===== src/mexp_pkg.sv =====
// Package for the modular exponentiation core: field widths, register map,
// and the control/status structs exchanged with the serial multiplier.
// No dependencies.
`default_nettype none

package mexp_pkg;

  // Exponent bits scanned and modulus bits kept.
  localparam int EXP_BITS = 63;
  localparam int MOD_BITS = 31;

  // Fixed widths of the payload fields.
  localparam int BASE_W = 31;
  localparam int EXP_W  = 63;
  localparam int RES_W  = 31;

  // Bit counter of the serial multiplier.
  localparam int CNT_W = (MOD_BITS > 1) ? $clog2(MOD_BITS) : 1;

  // APB register map: one 32-bit register per word.
  localparam int APB_ADDR_W = 3;
  localparam int APB_DATA_W = 32;
  localparam logic [0:0] REG_IDX_MODULUS = 1'b0;

  localparam logic [MOD_BITS-1:0] MOD_RESET = MOD_BITS'(1000000007);

  typedef struct packed {
    logic start;
  } mul_req_t;

  typedef struct packed {
    logic busy;
    logic done;
  } mul_sts_t;

endpackage

`default_nettype wire


===== src/mexp_if.sv =====
// Valid/ready channel interfaces for the operand and result transfers.
// Depends on mexp_pkg for the field widths.
`default_nettype none

interface mexp_in_if import mexp_pkg::*; ();
  logic              valid;
  logic              ready;
  logic [BASE_W-1:0] base_value;
  logic [EXP_W-1:0]  exponent;

  modport source (output valid, output base_value, output exponent, input ready);
  modport sink   (input valid, input base_value, input exponent, output ready);
endinterface

interface mexp_out_if import mexp_pkg::*; ();
  logic             valid;
  logic             ready;
  logic [RES_W-1:0] power_result;

  modport source (output valid, output power_result, input ready);
  modport sink   (input valid, input power_result, output ready);
endinterface

`default_nettype wire


===== src/mexp_mul.sv =====
// Bit-serial modular multiplier: product = a * b mod m, one bit of b per cycle.
// Depends on mexp_pkg. Requires a < m; b may take any value.
`default_nettype none

module mexp_mul import mexp_pkg::*; (
  input  wire logic                clk,
  input  wire logic                rst,
  input  wire mul_req_t            req,
  input  wire logic [MOD_BITS-1:0] a,
  input  wire logic [MOD_BITS-1:0] b,
  input  wire logic [MOD_BITS-1:0] m,
  output mul_sts_t                 sts,
  output logic      [MOD_BITS-1:0] product
);

  logic                busy;
  logic                done;
  logic [CNT_W-1:0]    cnt;
  logic [MOD_BITS-1:0] a_q;
  logic [MOD_BITS-1:0] m_q;
  logic [MOD_BITS-1:0] b_sh;
  logic [MOD_BITS-1:0] r;

  logic [MOD_BITS:0]   dbl;
  logic [MOD_BITS-1:0] dbl_red;
  logic [MOD_BITS:0]   sum;
  logic [MOD_BITS-1:0] r_next;

  // Horner step, MSB of b first: r = (2r mod m + bit*a) mod m.
  always_comb begin
    dbl     = {r, 1'b0};
    dbl_red = (dbl >= {1'b0, m_q}) ? MOD_BITS'(dbl - {1'b0, m_q}) : MOD_BITS'(dbl);
    sum     = {1'b0, dbl_red} + {1'b0, (b_sh[MOD_BITS-1] ? a_q : '0)};
    r_next  = (sum >= {1'b0, m_q}) ? MOD_BITS'(sum - {1'b0, m_q}) : MOD_BITS'(sum);
  end

  always_ff @(posedge clk) begin
    if (rst) begin
      busy <= 1'b0;
      done <= 1'b0;
    end else begin
      // The completion pulse follows the step on the last bit.
      done <= !req.start && busy && (cnt == '0);
      if (req.start) begin
        busy <= 1'b1;
        cnt  <= CNT_W'(MOD_BITS - 1);
        a_q  <= a;
        m_q  <= m;
        b_sh <= b;
        r    <= '0;
      end else if (busy) begin
        r    <= r_next;
        b_sh <= b_sh << 1;
        cnt  <= cnt - 1'b1;
        if (cnt == '0) begin
          busy <= 1'b0;
        end
      end
    end
  end

  assign sts.busy = busy;
  assign sts.done = done;
  assign product  = r;

endmodule

`default_nettype wire


===== src/modular_exponentiation_core.sv =====
// Top level of the modular exponentiation core: APB modulus register, control
// sequencer and result register. Depends on mexp_pkg, mexp_if and mexp_mul.
// Channel table:
//   port      kind         direction  payload
//   operands  valid/ready  in         base_value[30:0], exponent[62:0]
//   result    valid/ready  out        power_result[30:0]
//   APB       psel/penable in         modulus at byte address 0
//
// Multiplications: an item with a zero exponent needs none. Any
// other item takes 1 + popcount(e) + floor(log2(e)) multiplications, at most
// 126, all on the single shared bit-serial multiplier, which handles one bit
// of the multiplier operand per cycle. Reset is synchronous and loads the
// modulus 1000000007. A stalled result holds in its output register; the core
// finishes its current item behind it and accepts the next once it is back in
// idle.
`default_nettype none

module modular_exponentiation_core import mexp_pkg::*; (
  input  wire logic                  clk,
  input  wire logic                  rst,
  mexp_in_if.sink                    operands,
  mexp_out_if.source                 result,
  input  wire logic                  psel,
  input  wire logic                  penable,
  input  wire logic                  pwrite,
  input  wire logic [APB_ADDR_W-1:0] paddr,
  input  wire logic [APB_DATA_W-1:0] pwdata,
  output logic      [APB_DATA_W-1:0] prdata,
  output logic                       pready
);

  // One-hot sequencer. REDUCE brings the base below the modulus, ACC folds
  // the current power into the accumulator, SQR squares the power.
  typedef enum logic [4:0] {
    S_IDLE   = 5'b00001,
    S_REDUCE = 5'b00010,
    S_ACC    = 5'b00100,
    S_SQR    = 5'b01000,
    S_FINISH = 5'b10000
  } state_t;

  state_t              state;
  logic [MOD_BITS-1:0] modulus;
  logic [MOD_BITS-1:0] m_eff;
  logic [MOD_BITS-1:0] one_mod;
  logic [MOD_BITS-1:0] pw;
  logic [MOD_BITS-1:0] acc;
  logic [EXP_BITS-1:0] e_reg;
  logic [EXP_BITS-1:0] e_rest;
  logic [MOD_BITS-1:0] power_q;
  logic                result_valid;
  logic                mul_start;
  logic                mul_start_next;
  logic                cfg_write;
  logic                in_take;

  mul_req_t            mul_req;
  mul_sts_t            mul_sts;
  logic [MOD_BITS-1:0] mul_a;
  logic [MOD_BITS-1:0] mul_b;
  logic [MOD_BITS-1:0] mul_res;

  // A modulus of zero behaves as a modulus of one. The reduction pass
  // multiplies the raw base by one, which itself must be reduced first.
  assign m_eff   = (modulus == '0) ? MOD_BITS'(1) : modulus;
  assign one_mod = (m_eff == MOD_BITS'(1)) ? '0 : MOD_BITS'(1);
  assign e_rest  = e_reg >> 1;

  // APB: the write lands in the access cycle; pready is tied high.
  assign pready    = 1'b1;
  assign cfg_write = psel && penable && pwrite;
  assign prdata    = (paddr[2] == REG_IDX_MODULUS) ? APB_DATA_W'(modulus) : '0;

  assign operands.ready = (state == S_IDLE);
  assign in_take        = operands.valid && operands.ready;

  // Multiplier operands: both come from held registers, so they are stable
  // at the cycle the start pulse is registered.
  assign mul_a         = (state == S_REDUCE) ? one_mod : pw;
  assign mul_b         = (state == S_ACC) ? acc : pw;
  assign mul_req.start = mul_start;

  // A multiplication is launched on a nonzero exponent and after every
  // completion, except the accumulation that consumes the last set bit.
  always_comb begin
    unique case (state)
      S_IDLE:   mul_start_next = in_take && (operands.exponent[EXP_BITS-1:0] != '0);
      S_REDUCE: mul_start_next = mul_sts.done;
      S_ACC:    mul_start_next = mul_sts.done && (e_rest != '0);
      S_SQR:    mul_start_next = mul_sts.done;
      S_FINISH: mul_start_next = 1'b0;
      default:  mul_start_next = 1'b0;
    endcase
  end

  mexp_mul u_mul (
    .clk     (clk),
    .rst     (rst),
    .req     (mul_req),
    .a       (mul_a),
    .b       (mul_b),
    .m       (m_eff),
    .sts     (mul_sts),
    .product (mul_res)
  );

  always_ff @(posedge clk) begin
    if (rst) begin
      state        <= S_IDLE;
      mul_start    <= 1'b0;
      result_valid <= 1'b0;
      modulus      <= MOD_RESET;
    end else begin
      mul_start <= mul_start_next;
      if (cfg_write && paddr[2] == REG_IDX_MODULUS) begin
        modulus <= pwdata[MOD_BITS-1:0];
      end
      // In the finishing state the output register is handled below.
      if (result.valid && result.ready && state != S_FINISH) begin
        result_valid <= 1'b0;
      end
      unique case (state)
        S_IDLE: begin
          if (in_take) begin
            pw    <= operands.base_value[MOD_BITS-1:0];
            e_reg <= operands.exponent[EXP_BITS-1:0];
            acc   <= MOD_BITS'(1);
            // A zero exponent yields one, whatever the modulus.
            if (operands.exponent[EXP_BITS-1:0] == '0) begin
              state <= S_FINISH;
            end else begin
              state <= S_REDUCE;
            end
          end
        end
        S_REDUCE: begin
          if (mul_sts.done) begin
            pw    <= mul_res;
            state <= e_reg[0] ? S_ACC : S_SQR;
          end
        end
        S_ACC: begin
          if (mul_sts.done) begin
            acc <= mul_res;
            // Once no set bits remain, further squarings cannot matter.
            if (e_rest == '0) begin
              state <= S_FINISH;
            end else begin
              state <= S_SQR;
            end
          end
        end
        S_SQR: begin
          if (mul_sts.done) begin
            pw    <= mul_res;
            e_reg <= e_rest;
            state <= e_rest[0] ? S_ACC : S_SQR;
          end
        end
        S_FINISH: begin
          if (!result_valid || result.ready) begin
            result_valid <= 1'b1;
            power_q      <= acc;
            state        <= S_IDLE;
          end
        end
        default: state <= S_IDLE;
      endcase
    end
  end

  assign result.valid        = result_valid;
  assign result.power_result = RES_W'(power_q);

  // A new multiplication is never requested while one is still running.
  a_start_idle: assert property (@(posedge clk) disable iff (rst)
    mul_sts.busy |-> !mul_req.start)
    else $error("multiplier started while busy");

  // Completions only arrive while the sequencer waits for one.
  a_done_state: assert property (@(posedge clk) disable iff (rst)
    mul_sts.done |-> (state == S_REDUCE || state == S_ACC || state == S_SQR))
    else $error("multiplier completion outside a multiply state");

  // A squaring is only spent when a set exponent bit is still ahead.
  a_sqr_needed: assert property (@(posedge clk) disable iff (rst)
    state == S_SQR |-> e_rest != '0)
    else $error("squaring with no remaining exponent bits");

  // A new result is only raised from the finishing state.
  a_result_src: assert property (@(posedge clk) disable iff (rst)
    $rose(result.valid) |-> $past(state == S_FINISH))
    else $error("result raised outside the finishing state");

endmodule

`default_nettype wire

===== src/flat_wrapper.sv =====
// flat-port wrapper written by rule: the top's interface ports become plain ports
module modular_exponentiation_core_flat import mexp_pkg::*;
  (clk, rst, psel, penable, pwrite, paddr, pwdata, prdata, pready, operands_valid, operands_base_value, operands_exponent, operands_ready, result_valid, result_power_result, result_ready);
  mexp_in_if operands_i ();
  mexp_out_if result_i ();
  input  wire logic clk;
  input  wire logic rst;
  input  wire logic psel;
  input  wire logic penable;
  input  wire logic pwrite;
  input  wire logic [APB_ADDR_W-1:0] paddr;
  input  wire logic [APB_DATA_W-1:0] pwdata;
  output logic      [APB_DATA_W-1:0] prdata;
  output logic pready;
  input wire logic [$bits(operands_i.valid)-1:0] operands_valid;
  input wire logic [$bits(operands_i.base_value)-1:0] operands_base_value;
  input wire logic [$bits(operands_i.exponent)-1:0] operands_exponent;
  output wire logic [$bits(operands_i.ready)-1:0] operands_ready;
  output wire logic [$bits(result_i.valid)-1:0] result_valid;
  output wire logic [$bits(result_i.power_result)-1:0] result_power_result;
  input wire logic [$bits(result_i.ready)-1:0] result_ready;
  assign operands_i.valid = operands_valid;
  assign operands_i.base_value = operands_base_value;
  assign operands_i.exponent = operands_exponent;
  assign operands_ready = operands_i.ready;
  assign result_valid = result_i.valid;
  assign result_power_result = result_i.power_result;
  assign result_i.ready = result_ready;
  modular_exponentiation_core u_core (.clk(clk), .rst(rst), .operands(operands_i), .result(result_i), .psel(psel), .penable(penable), .pwrite(pwrite), .paddr(paddr), .pwdata(pwdata), .prdata(prdata), .pready(pready));
endmodule

===== config.mk =====
export PLATFORM = sky130hd
export DESIGN_NAME = modular_exponentiation_core_flat
export DESIGN_NICKNAME = d
export VERILOG_FILES = /design/src/mexp_pkg.sv /design/src/mexp_if.sv /design/src/mexp_mul.sv /design/src/modular_exponentiation_core.sv /design/src/flat_wrapper.sv
export SDC_FILE = /design/constraint.sdc
export NUM_CORES = 1
export LEC_CHECK = 0
export ABC_AREA = 1
export ABC_CLOCK_PERIOD_IN_PS = 14900
export BUFFER_PORTS_ARGS = -buffer_cell sky130_fd_sc_hd__buf_2
export CORE_ASPECT_RATIO = 0.7
export CORE_MARGIN = 8
export CORE_UTILIZATION = 41
export DETAILED_ROUTE_END_ITERATION = 7
export GPL_ROUTABILITY_DRIVEN = 0
export HOLD_SLACK_MARGIN = 0.03
export PLACE_DENSITY = 0.59
export SLEW_MARGIN = 20
export SYNTH_ARGS = -nofsm -noshare
export SYNTH_HDL_FRONTEND = slang
export SYNTH_SLANG_ARGS = --single-unit

===== constraint.sdc =====
create_clock -name clk -period 14.9 [get_ports clk]
set_input_delay 4.47 -clock clk [delete_from_list [all_inputs] [get_ports clk]]
set_output_delay 4.47 -clock clk [all_outputs]
set_load 0.05 [all_outputs]

Word-level counts from Yosys, hierarchy flattened
Cells that the tools add are included.
{"block": "totals", "ff_bits": 325, "inputBits": 136, "out_inout_bits": 66, "wordCells": 104}
{"block": "op_classes", "addsub": 4, "n_lt_le_gt_ge": 2, "n_eq_ne": 13, "mux": 37, "bitwise_logic": 2, "reduce_logical": 31}
{"cell": "two-way mux 31 bit", "n": 13}
{"cell": "zero test 63 bit", "n": 2}
{"cell": "two-way mux 63 bit", "n": 2}
{"cell": "case mux 63 bit (2 select lines)", "n": 1}
{"cell": "nonzero test 63 bit", "n": 2}
{"cell": "case mux 31 bit (2 select lines)", "n": 2}
{"cell": "greater-or-equal comparator 32 x 31 -> 1 bit", "n": 2}
{"cell": "subtractor 31 bit", "n": 2}
{"cell": "two-way mux 5 bit", "n": 8}
{"cell": "adder 31 x 31 -> 32 bit", "n": 1}
{"cell": "equality test 31 x 1 -> 1 bit (second input constant)", "n": 1}
{"cell": "zero test 31 bit", "n": 1}
{"cell": "case mux 5 bit (5 select lines)", "n": 1}
{"cell": "AND reduction 4 bit", "n": 3}
{"cell": "logical AND 1 bit", "n": 10}
{"cell": "two-way mux 4 bit", "n": 2}
{"cell": "inequality test 2 bit (second input constant)", "n": 4}
{"cell": "nonzero test 2 bit", "n": 4}
{"cell": "two-way mux 1 bit", "n": 7}
{"cell": "equality test 5 x 1 -> 1 bit (second input constant)", "n": 1}
{"cell": "equality test 5 x 2 -> 1 bit (second input constant)", "n": 1}
{"cell": "equality test 5 x 3 -> 1 bit (second input constant)", "n": 1}
{"cell": "equality test 5 x 4 -> 1 bit (second input constant)", "n": 1}
{"cell": "equality test 5 bit (second input constant)", "n": 1}
{"cell": "other kinds (12)", "n": 16}

Longest topological paths before layout
Gate-level depths: netlist of run 1.
{"block": "logic_depth", "word_depth": 6, "mapped_depth": 39}

Cells and area by module
Synthesis of run 1 repeated with hierarchy kept, for this count alone.
{"block": "unflattened", "cells_unflattened": 2822, "area_unflattened_um2": 20950.1}
{"module": "mexp_mul", "n_inst": 1, "cells_each": 1762, "area_each_um2": 11860.1}
{"module": "modular_exponentiation_core", "n_inst": 1, "cells_each": 1060, "area_each_um2": 9090.0}

Least setup slack after synthesis of run 1
OpenSTA, ideal clock, no wires.
{"block": "synth_path", "path_type": "in2reg", "from": "input rst", "to": "register u_core.u_mul.b_sh[0] (enable)", "t_arrival_ns": 9.402, "setup_slack_ns": 4.913, "path_stages": 2, "path_buffers": 1, "cell_sequence": "clkbuf_1 -> o21ai_0"}
{"block": "synth_via", "elab_chain_len": 2}
{"item": "start: declaration", "line": "flat_wrapper.sv:7", "rtl": "input wire logic rst;"}
{"item": "inverter 1 bit (no line)"}
{"item": "AND reduction 2 bit (no line)"}
{"item": "end signal: assignment", "line": "mexp_mul.sv:53", "rtl": "b_sh <= b_sh << 1;"}
{"item": "end: declaration", "line": "mexp_mul.sv:21", "rtl": "logic [MOD_BITS-1:0] b_sh;"}
No other way between the ends.
A chain may end at the register's enable or synchronous reset.

Final worst setup path of run 1
{"block": "layout_path", "from": "input paddr[2]", "to": "output prdata[15]"}
{"block": "layout_via", "elab_chain_len": 1}
{"item": "start: declaration", "line": "flat_wrapper.sv:11", "rtl": "input wire logic [APB_ADDR_W-1:0] paddr;"}
{"item": "two-way mux 31 bit", "line": "modular_exponentiation_core.sv:72", "rtl": "assign prdata = (paddr[2] == REG_IDX_MODULUS) ? APB_DATA_W'(modulus) : '0;"}
{"item": "end: declaration", "line": "flat_wrapper.sv:13", "rtl": "output logic [APB_DATA_W-1:0] prdata;"}
No other way between the ends.

==> results.sh, run 1 <==
export IMPL_synth_seq_area_share_pct=45.7
export IMPL_worst_slew_pin_slew_ps=1070
export IMPL_die_w_um=283
export IMPL_antenna_cells=0
export IMPL_cp_end_kind="output pin"
export IMPL_fillers=4852
export IMPL_cts_clk_slew_worst_paths_ps=60
export IMPL_async_flop_share_pct=0
export IMPL_seq_power_share_pct=26.3
export IMPL_synthFlopType="edfxtp_1"
export IMPL_ios=202
export IMPL_hp_class="reg -> reg"
export IMPL_num_vias=18115
export IMPL_dieArea_mm2=0.0574
export IMPL_critPathKind="in -> out"
export IMPL_gr_total_overflow=0
export IMPL_p_sw_w=0.00208
export IMPL_clock_sinks=325
export IMPL_mostFrequentLayoutCell="nand2_1"
export IMPL_rsz0062_at_grt="false"
export IMPL_hold_viol=0
export IMPL_avgSynthCellArea_um2=7.73
export IMPL_fin_tns_setup_ps=0
export IMPL_switching_share_pct=46.2
export IMPL_finalSetupViolCount=0
export IMPL_post_cts_resize_count=0
export IMPL_first_pass_iters=6
export IMPL_grt_pass1_vias=17220
export IMPL_crit_fanout=32
export IMPL_power_share_clock_pct=20.4
export IMPL_cts_max_path_buffers=3
export IMPL_r2r_cells=31
export IMPL_drive_above_1_share_pct=11.7
export IMPL_cts_root_buffer_cell="clkbuf_16"
export IMPL_hp_start="u_core.modulus[13]$_SDFFE_PP0P_"
export IMPL_drv_slew=0
export IMPL_arrival_ps=5310
export IMPL_yosysWarnings=0
export IMPL_htree_levels=2
export IMPL_fp_dieH_um=203
export IMPL_nets=3027
export IMPL_wire_per_inst_um=17.2
export IMPL_cts_buffers=36
export IMPL_synth_cell_type_count=53
export IMPL_postRouteAntennaNets=0
export IMPL_maxCapViolations=0
export IMPL_power_leakage_nw=10.9
export IMPL_num_rows=68
export IMPL_drc=0
export IMPL_fp_coreArea_mm2=0.0493
export IMPL_tritoncts="yes"
export IMPL_grt_pass1_wl_um=93200
export IMPL_vias_per_cell=5.20
export IMPL_yosys_area_top_type="edfxtp_1"
export IMPL_synthCells=2649
export IMPL_dpl_hpwl_um=47300
export IMPL_synth_edf_count=285
export IMPL_synthesis_nets=2882
export IMPL_track_usage_pct=20.0
export IMPL_cellPowerDensity_mw_per_mm2=194
export IMPL_layout_common_cells="692 x nand2_1, 398 x inv_1, 315 x nor2_1"
export IMPL_synth_seq_cells=325
export IMPL_peakVddDrop_v=0.000113
export IMPL_seq_area_mm2=0.00936
export IMPL_ys_top_cells_by_area="edfxtp_1 42%, nand2_1 13%, inv_1 7.3%"
export IMPL_internal_power_w=0.00242
export IMPL_holdWs_ps=429
export IMPL_crit_required_ps=10430
export IMPL_combPwrFrac_pct=53.2
export IMPL_status="complete, no violations"
export IMPL_r2r_start="u_core.u_mul.m_q[0]$_DFFE_PP_"
export IMPL_grt_start_max_net_pins=95
export IMPL_clk_latency_ps=540
export IMPL_max_freq_mhz=102
export IMPL_antenna_found_initial=1
export IMPL_hold_end="u_core.u_mul.m_q[13]$_DFFE_PP_"
export IMPL_skew_ps=24.7
export IMPL_post_cts_buffers=0
export IMPL_io_buffers=196
export IMPL_critPathLaunchType="primary input"
export IMPL_fin_crit_sh_pct=65.6
export IMPL_largest_reg_flops=63
export IMPL_drtIter0Drc=1937
export IMPL_area_delta_synth_final_pct=13.6
export IMPL_final_core_util_pct=47.2
export IMPL_initial_core_util_pct=41.5
export IMPL_whs_path_depth=0
export IMPL_multi_input_area_mm2=0.00919
export IMPL_slew_headroom_pct=29.0
export IMPL_syn_area_mm2=0.0205
export IMPL_drt_wl_total_um=60000
export IMPL_period_needed_ps=9780
export IMPL_r2r_slack_ps=7430
export IMPL_cts_hold_buffers=0
export IMPL_synth_top_area_share_pct=41.8
export IMPL_startpoint="paddr[2]"
export IMPL_r2r_end="u_core.u_mul.product[23]$_SDFFCE_PP0P_"
## synth_stat cells (5+ instances only)
cell / n
nand2_1: 692
inv_1: 399
nor2_1: 317
edfxtp_1: 285
a21oi_1: 175
o21ai_0: 152
nand3_1: 104
ha_1: 94
clkbuf_1: 77
xor2_1: 42
dfxtp_1: 40
nand4_1: 31
nor4_1: 30
nor3_1: 29
o21ai_1: 20
o211ai_1: 16
nor2_2: 15
xnor2_1: 11
o21bai_1: 10
a21o_1: 9
nand2_2: 9
buf_1: 8
buf_2: 7
nand3b_1: 7
a21oi_2: 6
inv_2: 6
a31oi_1: 5
buf_4: 5
or2_2: 5
## cell type report
class                      count  share of cell area, %
inverter                     409                   6.63
tap                          665                   3.58
clock buffer                  51                   4.72
sequential                   325                   40.3
timing repair buffer         209                   4.67
clock inverter                13                  0.598
multi-input combinational   1813                   39.5
## power by group through the flow
stage | logic, W | registers (W) | clock network (W)
CTS | 0.00232 | 0.00118 | 0.000942
finish | 0.00240 | 0.00119 | 0.000920
global placement | 0.00227 | 0.00120 | 0
floorplan | 0.00171 | 0.00119 | 0
global route | 0.00263 | 0.00119 | 0.000971
detailed placement | 0.00230 | 0.00120 | 0
## critical path, stage by stage
cell and delay, ps:
buf_2 460, nor2_1 130, buf_2 240
## cell families (layout without fill, tap and decap cells)
family / after synthesis / after routing / synth area share, %
and+or+nand+nor: 1256 / 1256 / 25.5
buffers and inverters: 511 / 682 / 9.73
AOI/OAI and AO/OA: 405 / 405 / 10.7
DFF: 325 / 325 / 45.7
adders and majority gates: 97 / 97 / 6.04
xor gates and xnor gates: 53 / 53 / 2.27
other: 2 / 2 / 0.0367
## worst max-delay path by stage
stage | endpoint | slack (ps) | cells past startpoint
2_1_floorplan | u_core.u_mul.b_sh[0]$_SDFFCE_PN0P_ | 4910 | 2
4_1_cts | prdata[15] | 5130 | 3
3_5_place_dp | prdata[15] | 5130 | 3
5_1_grt | prdata[15] | 5040 | 3
3_3_place_gp | prdata[13] | 5210 | 3
6_report | prdata[15] | 5120 | 3
## metrics by stage
| step | area (um^2) | setup WS [ps] | total power, W | cells |
|---|---|---|---|---|
| floorplan | 20500 | 4910 | 0.00290 | 2649 |
| global placement | 22000 | 5210 | 0.00348 | 3420 |
| detailed placement | 22000 | 5130 | 0.00351 | 3420 |
| CTS | 23200 | 5130 | 0.00444 | 3484 |
| global route | 23200 | 5040 | 0.00479 | 3485 |
| finish | 23200 | 5120 | 0.00450 | 3485 |
## metal layers
layer / GRT usage, % / vias to the layer above / routed length (um)
met4: 4.43 / 2 / 1250
met1: 31.2 / 8358 / 30000
met3: 4.19 / 105 / 5720
li1: - / 8894 / -
met2: 28.0 / 756 / 22900
met5: 0 / - / 10
Power figures use the tool's default switching activity.
==> run 2: changes to the inputs <==
--- a/config.mk
+++ b/config.mk
@@ -5,8 +5,8 @@
 export SDC_FILE = /design/constraint.sdc
 export NUM_CORES = 1
 export LEC_CHECK = 0
-export ABC_AREA = 1
-export ABC_CLOCK_PERIOD_IN_PS = 14900
+export ABC_AREA = 0
+export ABC_CLOCK_PERIOD_IN_PS = 8700
 export BUFFER_PORTS_ARGS = -buffer_cell sky130_fd_sc_hd__buf_2
 export CORE_ASPECT_RATIO = 0.7
 export CORE_MARGIN = 8
@@ -14,7 +14,7 @@
 export DETAILED_ROUTE_END_ITERATION = 7
 export GPL_ROUTABILITY_DRIVEN = 0
 export HOLD_SLACK_MARGIN = 0.03
-export PLACE_DENSITY = 0.59
+export PLACE_DENSITY = 0.61
 export SLEW_MARGIN = 20
 export SYNTH_ARGS = -nofsm -noshare
 export SYNTH_HDL_FRONTEND = slang
==> constraint.sdc (replaced) <==
create_clock -name clk -period 8.7 [get_ports clk]
set_input_delay 2.61 -clock clk [delete_from_list [all_inputs] [get_ports clk]]
set_output_delay 2.61 -clock clk [all_outputs]
set_load 0.05 [all_outputs]
==> run 2 against run 1 <==
  * Die area shrank 6.5%
  * Register-to-register slack lost 7100 ps
  * Sequential share of layout area grew 2.9 points
  * Global-route usage shrank 1.3 points
  * Final area shrank 6.6%
  * Critical path depth grew 27
  * Cell count shrank 20%
  * First-iteration DRC count shrank 27%
  * Synthesized area shrank 7.0%
  * Synthesized cell count shrank 25%
  * Critical path type is now reg -> reg
  * Critical endpoint is now u_core.u_mul.product[20]$_SDFFCE_PP0P_
  * Largest cell class unchanged
==> results.sh, run 2 <==
export IMPL_clock_sinks=325
export IMPL_crit_required_ps=8990
export IMPL_ios=202
export IMPL_cts_hold_buffers=0
export IMPL_tritoncts="yes"
export IMPL_fp_coreArea_mm2=0.0462
export IMPL_cts_root_buffer_cell="clkbuf_16"
export IMPL_yosys_area_top_type="edfxtp_1"
export IMPL_drv_slew=0
export IMPL_htree_levels=2
export IMPL_io_buffers=196
export IMPL_cpPeakStageDelay_ps=460
export IMPL_async_flop_share_pct=0
export IMPL_first_pass_iters=5
export IMPL_crit_slowest_cell="edfxtp_1"
export IMPL_yosysWarnings=0
export IMPL_grt_start_max_net_pins=65
export IMPL_num_vias=15052
export IMPL_num_rows=66
export IMPL_syn_area_mm2=0.0190
export IMPL_fin_crit_sh_pct=96.0
export IMPL_max_freq_mhz=120
export IMPL_cp_end_kind="register"
export IMPL_status="complete, no violations"
export IMPL_synth_cell_type_count=80
export IMPL_mostFrequentLayoutCell="nand2_1"
export IMPL_fin_tns_setup_ps=0
export IMPL_maxCapViolations=0
export IMPL_drtIter0Drc=1410
export IMPL_cpMostUsedCell="a21oi_1"
export IMPL_cts_max_path_buffers=3
export IMPL_ys_top_cells_by_area="edfxtp_1 45%, nand2_1 9.4%, ha_1 6.2%"
export IMPL_hold_viol=0
export IMPL_area_delta_synth_final_pct=14.0
export IMPL_drive_above_1_share_pct=15.8
export IMPL_holdWs_ps=447
export IMPL_initial_core_util_pct=41.2
export IMPL_synthesis_nets=2224
export IMPL_dieArea_mm2=0.0537
export IMPL_period_needed_ps=8350
export IMPL_hp_class="reg -> reg"
export IMPL_synthCells=1991
export IMPL_cp_top_family="compound AO/OA/AOI/OAI gates"
export IMPL_finalSetupViolCount=0
export IMPL_wire_per_inst_um=18.7
export IMPL_antenna_cells=0
export IMPL_fp_dieH_um=196
export IMPL_slew_headroom_pct=32.0
export IMPL_grt_pass1_vias=14321
export IMPL_drt_wl_total_um=52000
export IMPL_clk_latency_ps=530
export IMPL_skew_ps=12.8
export IMPL_critPathKind="reg -> reg"
export IMPL_synth_seq_cells=325
export IMPL_cts_clk_slew_worst_paths_ps=70
export IMPL_arrival_ps=8640
export IMPL_die_w_um=274
export IMPL_synth_seq_area_share_pct=49.2
export IMPL_synth_top_area_share_pct=44.9
export IMPL_vias_per_cell=5.41
export IMPL_worst_slew_pin_slew_ps=1020
export IMPL_synth_common_cells="479 x nand2_1, 285 x edfxtp_1, 133 x nor2_1"
export IMPL_avgSynthCellArea_um2=9.56
export IMPL_layout_common_cells="479 x nand2_1, 285 x edfxtp_1, 196 x buf_2"
export IMPL_grt_pass1_wl_um=80600
export IMPL_nets=2376
export IMPL_path_buf_inv=3
export IMPL_drc=0
export IMPL_largest_reg_flops=63
export IMPL_postRouteAntennaNets=0
export IMPL_cts_buffers=35
export IMPL_synthFlopType="edfxtp_1"
export IMPL_gr_total_overflow=0
export IMPL_post_synth_top_count_cell="nand2_1"
export IMPL_dpl_cell_area_mm2=0.0206
export IMPL_rsz0062_at_grt="false"
export IMPL_dpl_hpwl_um=39000
export IMPL_synth_edf_count=285
export IMPL_antenna_found_initial=0
export IMPL_crit_fanout=29
export IMPL_critPathLaunchType="register"
export IMPL_track_usage_pct=18.7
export IMPL_fin_area_mm2=0.0217
-- run 2: cell count changes after synthesis, moves of 28 or more --
cell     delta
nand2_1   -213
a31oi_1    +32
nand3_1    -80
and2_1     +93
mux2_2     +28
a21oi_1    -70
nor2b_1    +40
o21ai_0   -101
xnor2_1    +38
nor2_1    -184
inv_1     -337
-- run 2: logic make-up after synthesis --
group                      count (synthesis)  synth area share, %
and+or+nand+nor                          927                 22.5
AOI/OAI and AO/OA                        344                 12.0
DFF                                      325                 49.2
buffers and inverters                    175                 3.81
adders and majority gates                 97                 6.49
xor gates and xnor gates                  77                 3.54
muxes                                     44                 2.50
other                                      2               0.0394
-- run 2: cell type report --
type | count | area [um^2]
Tap cell | 612 | 766
Multi-Input combinational cell | 1491 | 9040
Clock buffer | 45 | 966
Clock inverter | 17 | 101
Inverter | 63 | 236
Fill cell | 4350 | 24500
Timing Repair Buffer | 227 | 1230
Sequential cell | 325 | 9360
-- run 2: path summary, 6_finish.rpt --
path / to / from / slack (ps) / cells past startpoint
max: u_core.u_mul.product[20]$_SDFFCE_PP0P_ / u_core.u_mul.m_q[0]$_DFFE_PP_ / 350 / 30
min: u_core.result.power_result[25]$_DFFE_PP_ / u_core.acc[25]$_SDFFCE_PN0P_ / 450 / 0
max reg2reg: u_core.u_mul.product[20]$_SDFFCE_PP0P_ / u_core.u_mul.m_q[0]$_DFFE_PP_ / 350 / 30
min reg2reg: u_core.result.power_result[25]$_DFFE_PP_ / u_core.acc[25]$_SDFFCE_PN0P_ / 450 / 0
-- run 2: repair_timing --
item	in CTS	in global routing
resized for setup	0	4
buffers inserted	0	2
setup endpoints to repair	0	31
-- run 2: routing by layer --
layer	global-route usage, %	wire, um	vias up
met5	0	0	-
met4	3.80	838	0
met3	4.39	5030	56
met2	23.4	19200	646
met1	31.3	26900	7001
li1	-	-	7349
-- run 2: through the flow --
step,util (%),cells,worst slack [ps]
floorplan,-,1991,409
global placement,44.6,2716,322
detailed placement,44.6,2716,308
CTS,46.9,2778,255
global route,47.0,2780,83.3
finish,47.0,2780,345
Power of run 2 is left out: the tool's default activity adds up to more than one toggle a clock period on the data nets, which glitch-free logic cannot reach.
==> run 3: changes to the inputs <==
--- a/config.mk
+++ b/config.mk
@@ -5,7 +5,7 @@
 export SDC_FILE = /design/constraint.sdc
 export NUM_CORES = 1
 export LEC_CHECK = 0
-export ABC_AREA = 0
+export ABC_AREA = 1
 export ABC_CLOCK_PERIOD_IN_PS = 8700
 export BUFFER_PORTS_ARGS = -buffer_cell sky130_fd_sc_hd__buf_2
 export CORE_ASPECT_RATIO = 0.7
==> run 3 against run 2 <==
  * Count of clock-buffer cells in the layout fell by 2
  * First-iteration DRC count rose by 44%
  * Setup slack improved by 1500 ps
  * Non-clock buffer count fell by 17
  * Core utilization barely moved
  * Critical path depth rose by 1
  * Die area rose by 6.9%
  * Routed wire length rose by 15%
  * Global-route usage rose by 1.2 points
  * Clock skew rose by 7.8 ps
  * Hold slack got worse by 16 ps
==> results.sh, run 3 (synthesized netlist as in run 1, its figures left out) <==
export IMPL_wire_per_inst_um=17.1
export IMPL_rsz0062_at_grt="false"
export IMPL_antenna_found_initial=2
export IMPL_grt_pass1_wl_um=93300
export IMPL_cts_root_buffer_cell="clkbuf_16"
export IMPL_drv_slew=0
export IMPL_hp_start="u_core.modulus[16]$_SDFFE_PP0P_"
export IMPL_grt_start_max_net_pins=95
export IMPL_critPathKind="reg -> reg"
export IMPL_dp_cells=3421
export IMPL_multi_input_area_mm2=0.00919
export IMPL_vias_per_cell=5.23
export IMPL_arrival_ps=7080
export IMPL_peakVddDrop_v=0.000166
export IMPL_htree_levels=2
export IMPL_grt_pass1_vias=17076
export IMPL_cts_hold_buffers=0
export IMPL_cts_clk_slew_worst_paths_ps=60
export IMPL_crit_slowest_cell="edfxtp_1"
export IMPL_cts_buffers=35
export IMPL_crit_fanout=50
export IMPL_cellPowerDensity_mw_per_mm2=330
export IMPL_mostFrequentLayoutCell="nand2_1"
export IMPL_dieArea_mm2=0.0574
export IMPL_cp_end_kind="register"
export IMPL_layout_common_cells="692 x nand2_1, 399 x inv_1, 315 x nor2_1"
export IMPL_area_delta_synth_final_pct=13.3
export IMPL_hp_class="reg -> reg"
export IMPL_fin_tns_setup_ps=0
export IMPL_hold_viol=0
export IMPL_fin_crit_sh_pct=78.3
export IMPL_clock_sinks=325
export IMPL_stdcell_count=3485
export IMPL_tritoncts="yes"
export IMPL_r2r_slack_ps=1890
export IMPL_clk_latency_ps=530
export IMPL_die_w_um=283
export IMPL_postRouteAntennaNets=0
export IMPL_crit_required_ps=8970
export IMPL_first_pass_iters=6
export IMPL_critPathLaunchType="register"
export IMPL_cts_max_path_buffers=3
export IMPL_cpPeakStageDelay_ps=520
export IMPL_dpl_hpwl_um=46600
export IMPL_skew_ps=20.6
export IMPL_initial_core_util_pct=41.5
export IMPL_period_needed_ps=6810
export IMPL_fillers=4890
export IMPL_hold_end="u_core.u_mul.m_q[16]$_DFFE_PP_"
export IMPL_r2r_cells=31
export IMPL_drt_wl_total_um=59600
export IMPL_finalSetupViolCount=0
export IMPL_track_usage_pct=19.9
export IMPL_fp_dieH_um=203
export IMPL_maxCapViolations=0
export IMPL_r2r_end="u_core.u_mul.product[20]$_SDFFCE_PP0P_"
export IMPL_whs_path_depth=0
export IMPL_fp_coreArea_mm2=0.0493
export IMPL_max_freq_mhz=147
export IMPL_finalWorstSetupSlack_ps=1890
export IMPL_place_ws_ps=2180
export IMPL_power_w=0.00765
export IMPL_post_cts_buffers=0
export IMPL_slew_headroom_pct=26.6
export IMPL_r2r_start="u_core.u_mul.product[23]$_SDFFCE_PP0P_"
export IMPL_num_rows=68
export IMPL_io_buffers=196
export IMPL_status="complete, no violations"
export IMPL_drc=0
export IMPL_drtIter0Drc=2025
export IMPL_seq_area_mm2=0.00936
export IMPL_ios=202
export IMPL_post_cts_resize_count=0
export IMPL_power_leakage_nw=10.8
export IMPL_num_vias=18216
export IMPL_holdWs_ps=431
export IMPL_nets=3027
export IMPL_gr_total_overflow=0
export IMPL_largest_reg_flops=63
export IMPL_drive_above_1_share_pct=11.6
export IMPL_worst_slew_pin_slew_ps=1100
[run 3: stage by stage]
| step | cell area (um^2) | utilization, % |
|---|---|---|
| global route | 23200 | 47.1 |
| detailed placement | 22000 | 44.7 |
| finish | 23200 | 47.1 |
| floorplan | 20500 | - |
| global placement | 22000 | 44.7 |
| CTS | 23100 | 47.0 |
[run 3: cell type report]
cell class / instances / area share [%]
clock inverter: 19 / 0.740
antenna: 1 / 0.0108
multi-input combinational: 1813 / 39.6
clock buffer: 43 / 4.22
inverter: 409 / 6.65
sequential: 325 / 40.4
timing repair buffer: 210 / 4.77
tap: 665 / 3.59
[run 3: critical path: cells and delay by family (launching register included)]
family / cells / cell delay (ps)
buffers and inverters: 6 / 1030
flip-flops: 1 / 520
AO/OA/AOI/OAI: 1 / 430
adder cells (fa/ha/maj): 3 / 1130
AND/OR/NAND/NOR: 20 / 3030
XOR/XNOR: 1 / 400
[run 3: routing by layer]
layer	global-route usage (%)	vias to the layer above	wire, um
li1	-	8908	-
met2	27.4	831	22800
met5	0	-	0
met3	3.78	77	6180
met4	3.11	0	831
met1	32.0	8400	29700
[run 3: worst max path at each step]
stage,startpoint,to,slack (ps)
global route,u_core.u_mul.product[23]$_SDFFCE_PP0P_,u_core.u_mul.product[14]$_SDFFCE_PP0P_,1340
floorplan,rst,u_core.u_mul.b_sh[0]$_SDFFCE_PN0P_,570
detailed placement,u_core.u_mul.m_q[0]$_DFFE_PP_,u_core.u_mul.product[23]$_SDFFCE_PP0P_,2180
finish,u_core.u_mul.product[23]$_SDFFCE_PP0P_,u_core.u_mul.product[20]$_SDFFCE_PP0P_,1890
global placement,u_core.u_mul.m_q[0]$_DFFE_PP_,u_core.u_mul.product[23]$_SDFFCE_PP0P_,2270
CTS,u_core.u_mul.m_q[0]$_DFFE_PP_,u_core.u_mul.product[20]$_SDFFCE_PP0P_,2170
[run 3: power by group]
| group | internal (W) | switching (W) |
|---|---|---|
| clock | 0.000867 | 0.000619 |
| sequential | 0.00194 | 0.0000882 |
| combinational | 0.00126 | 0.00287 |
| total | 0.00407 | 0.00358 |
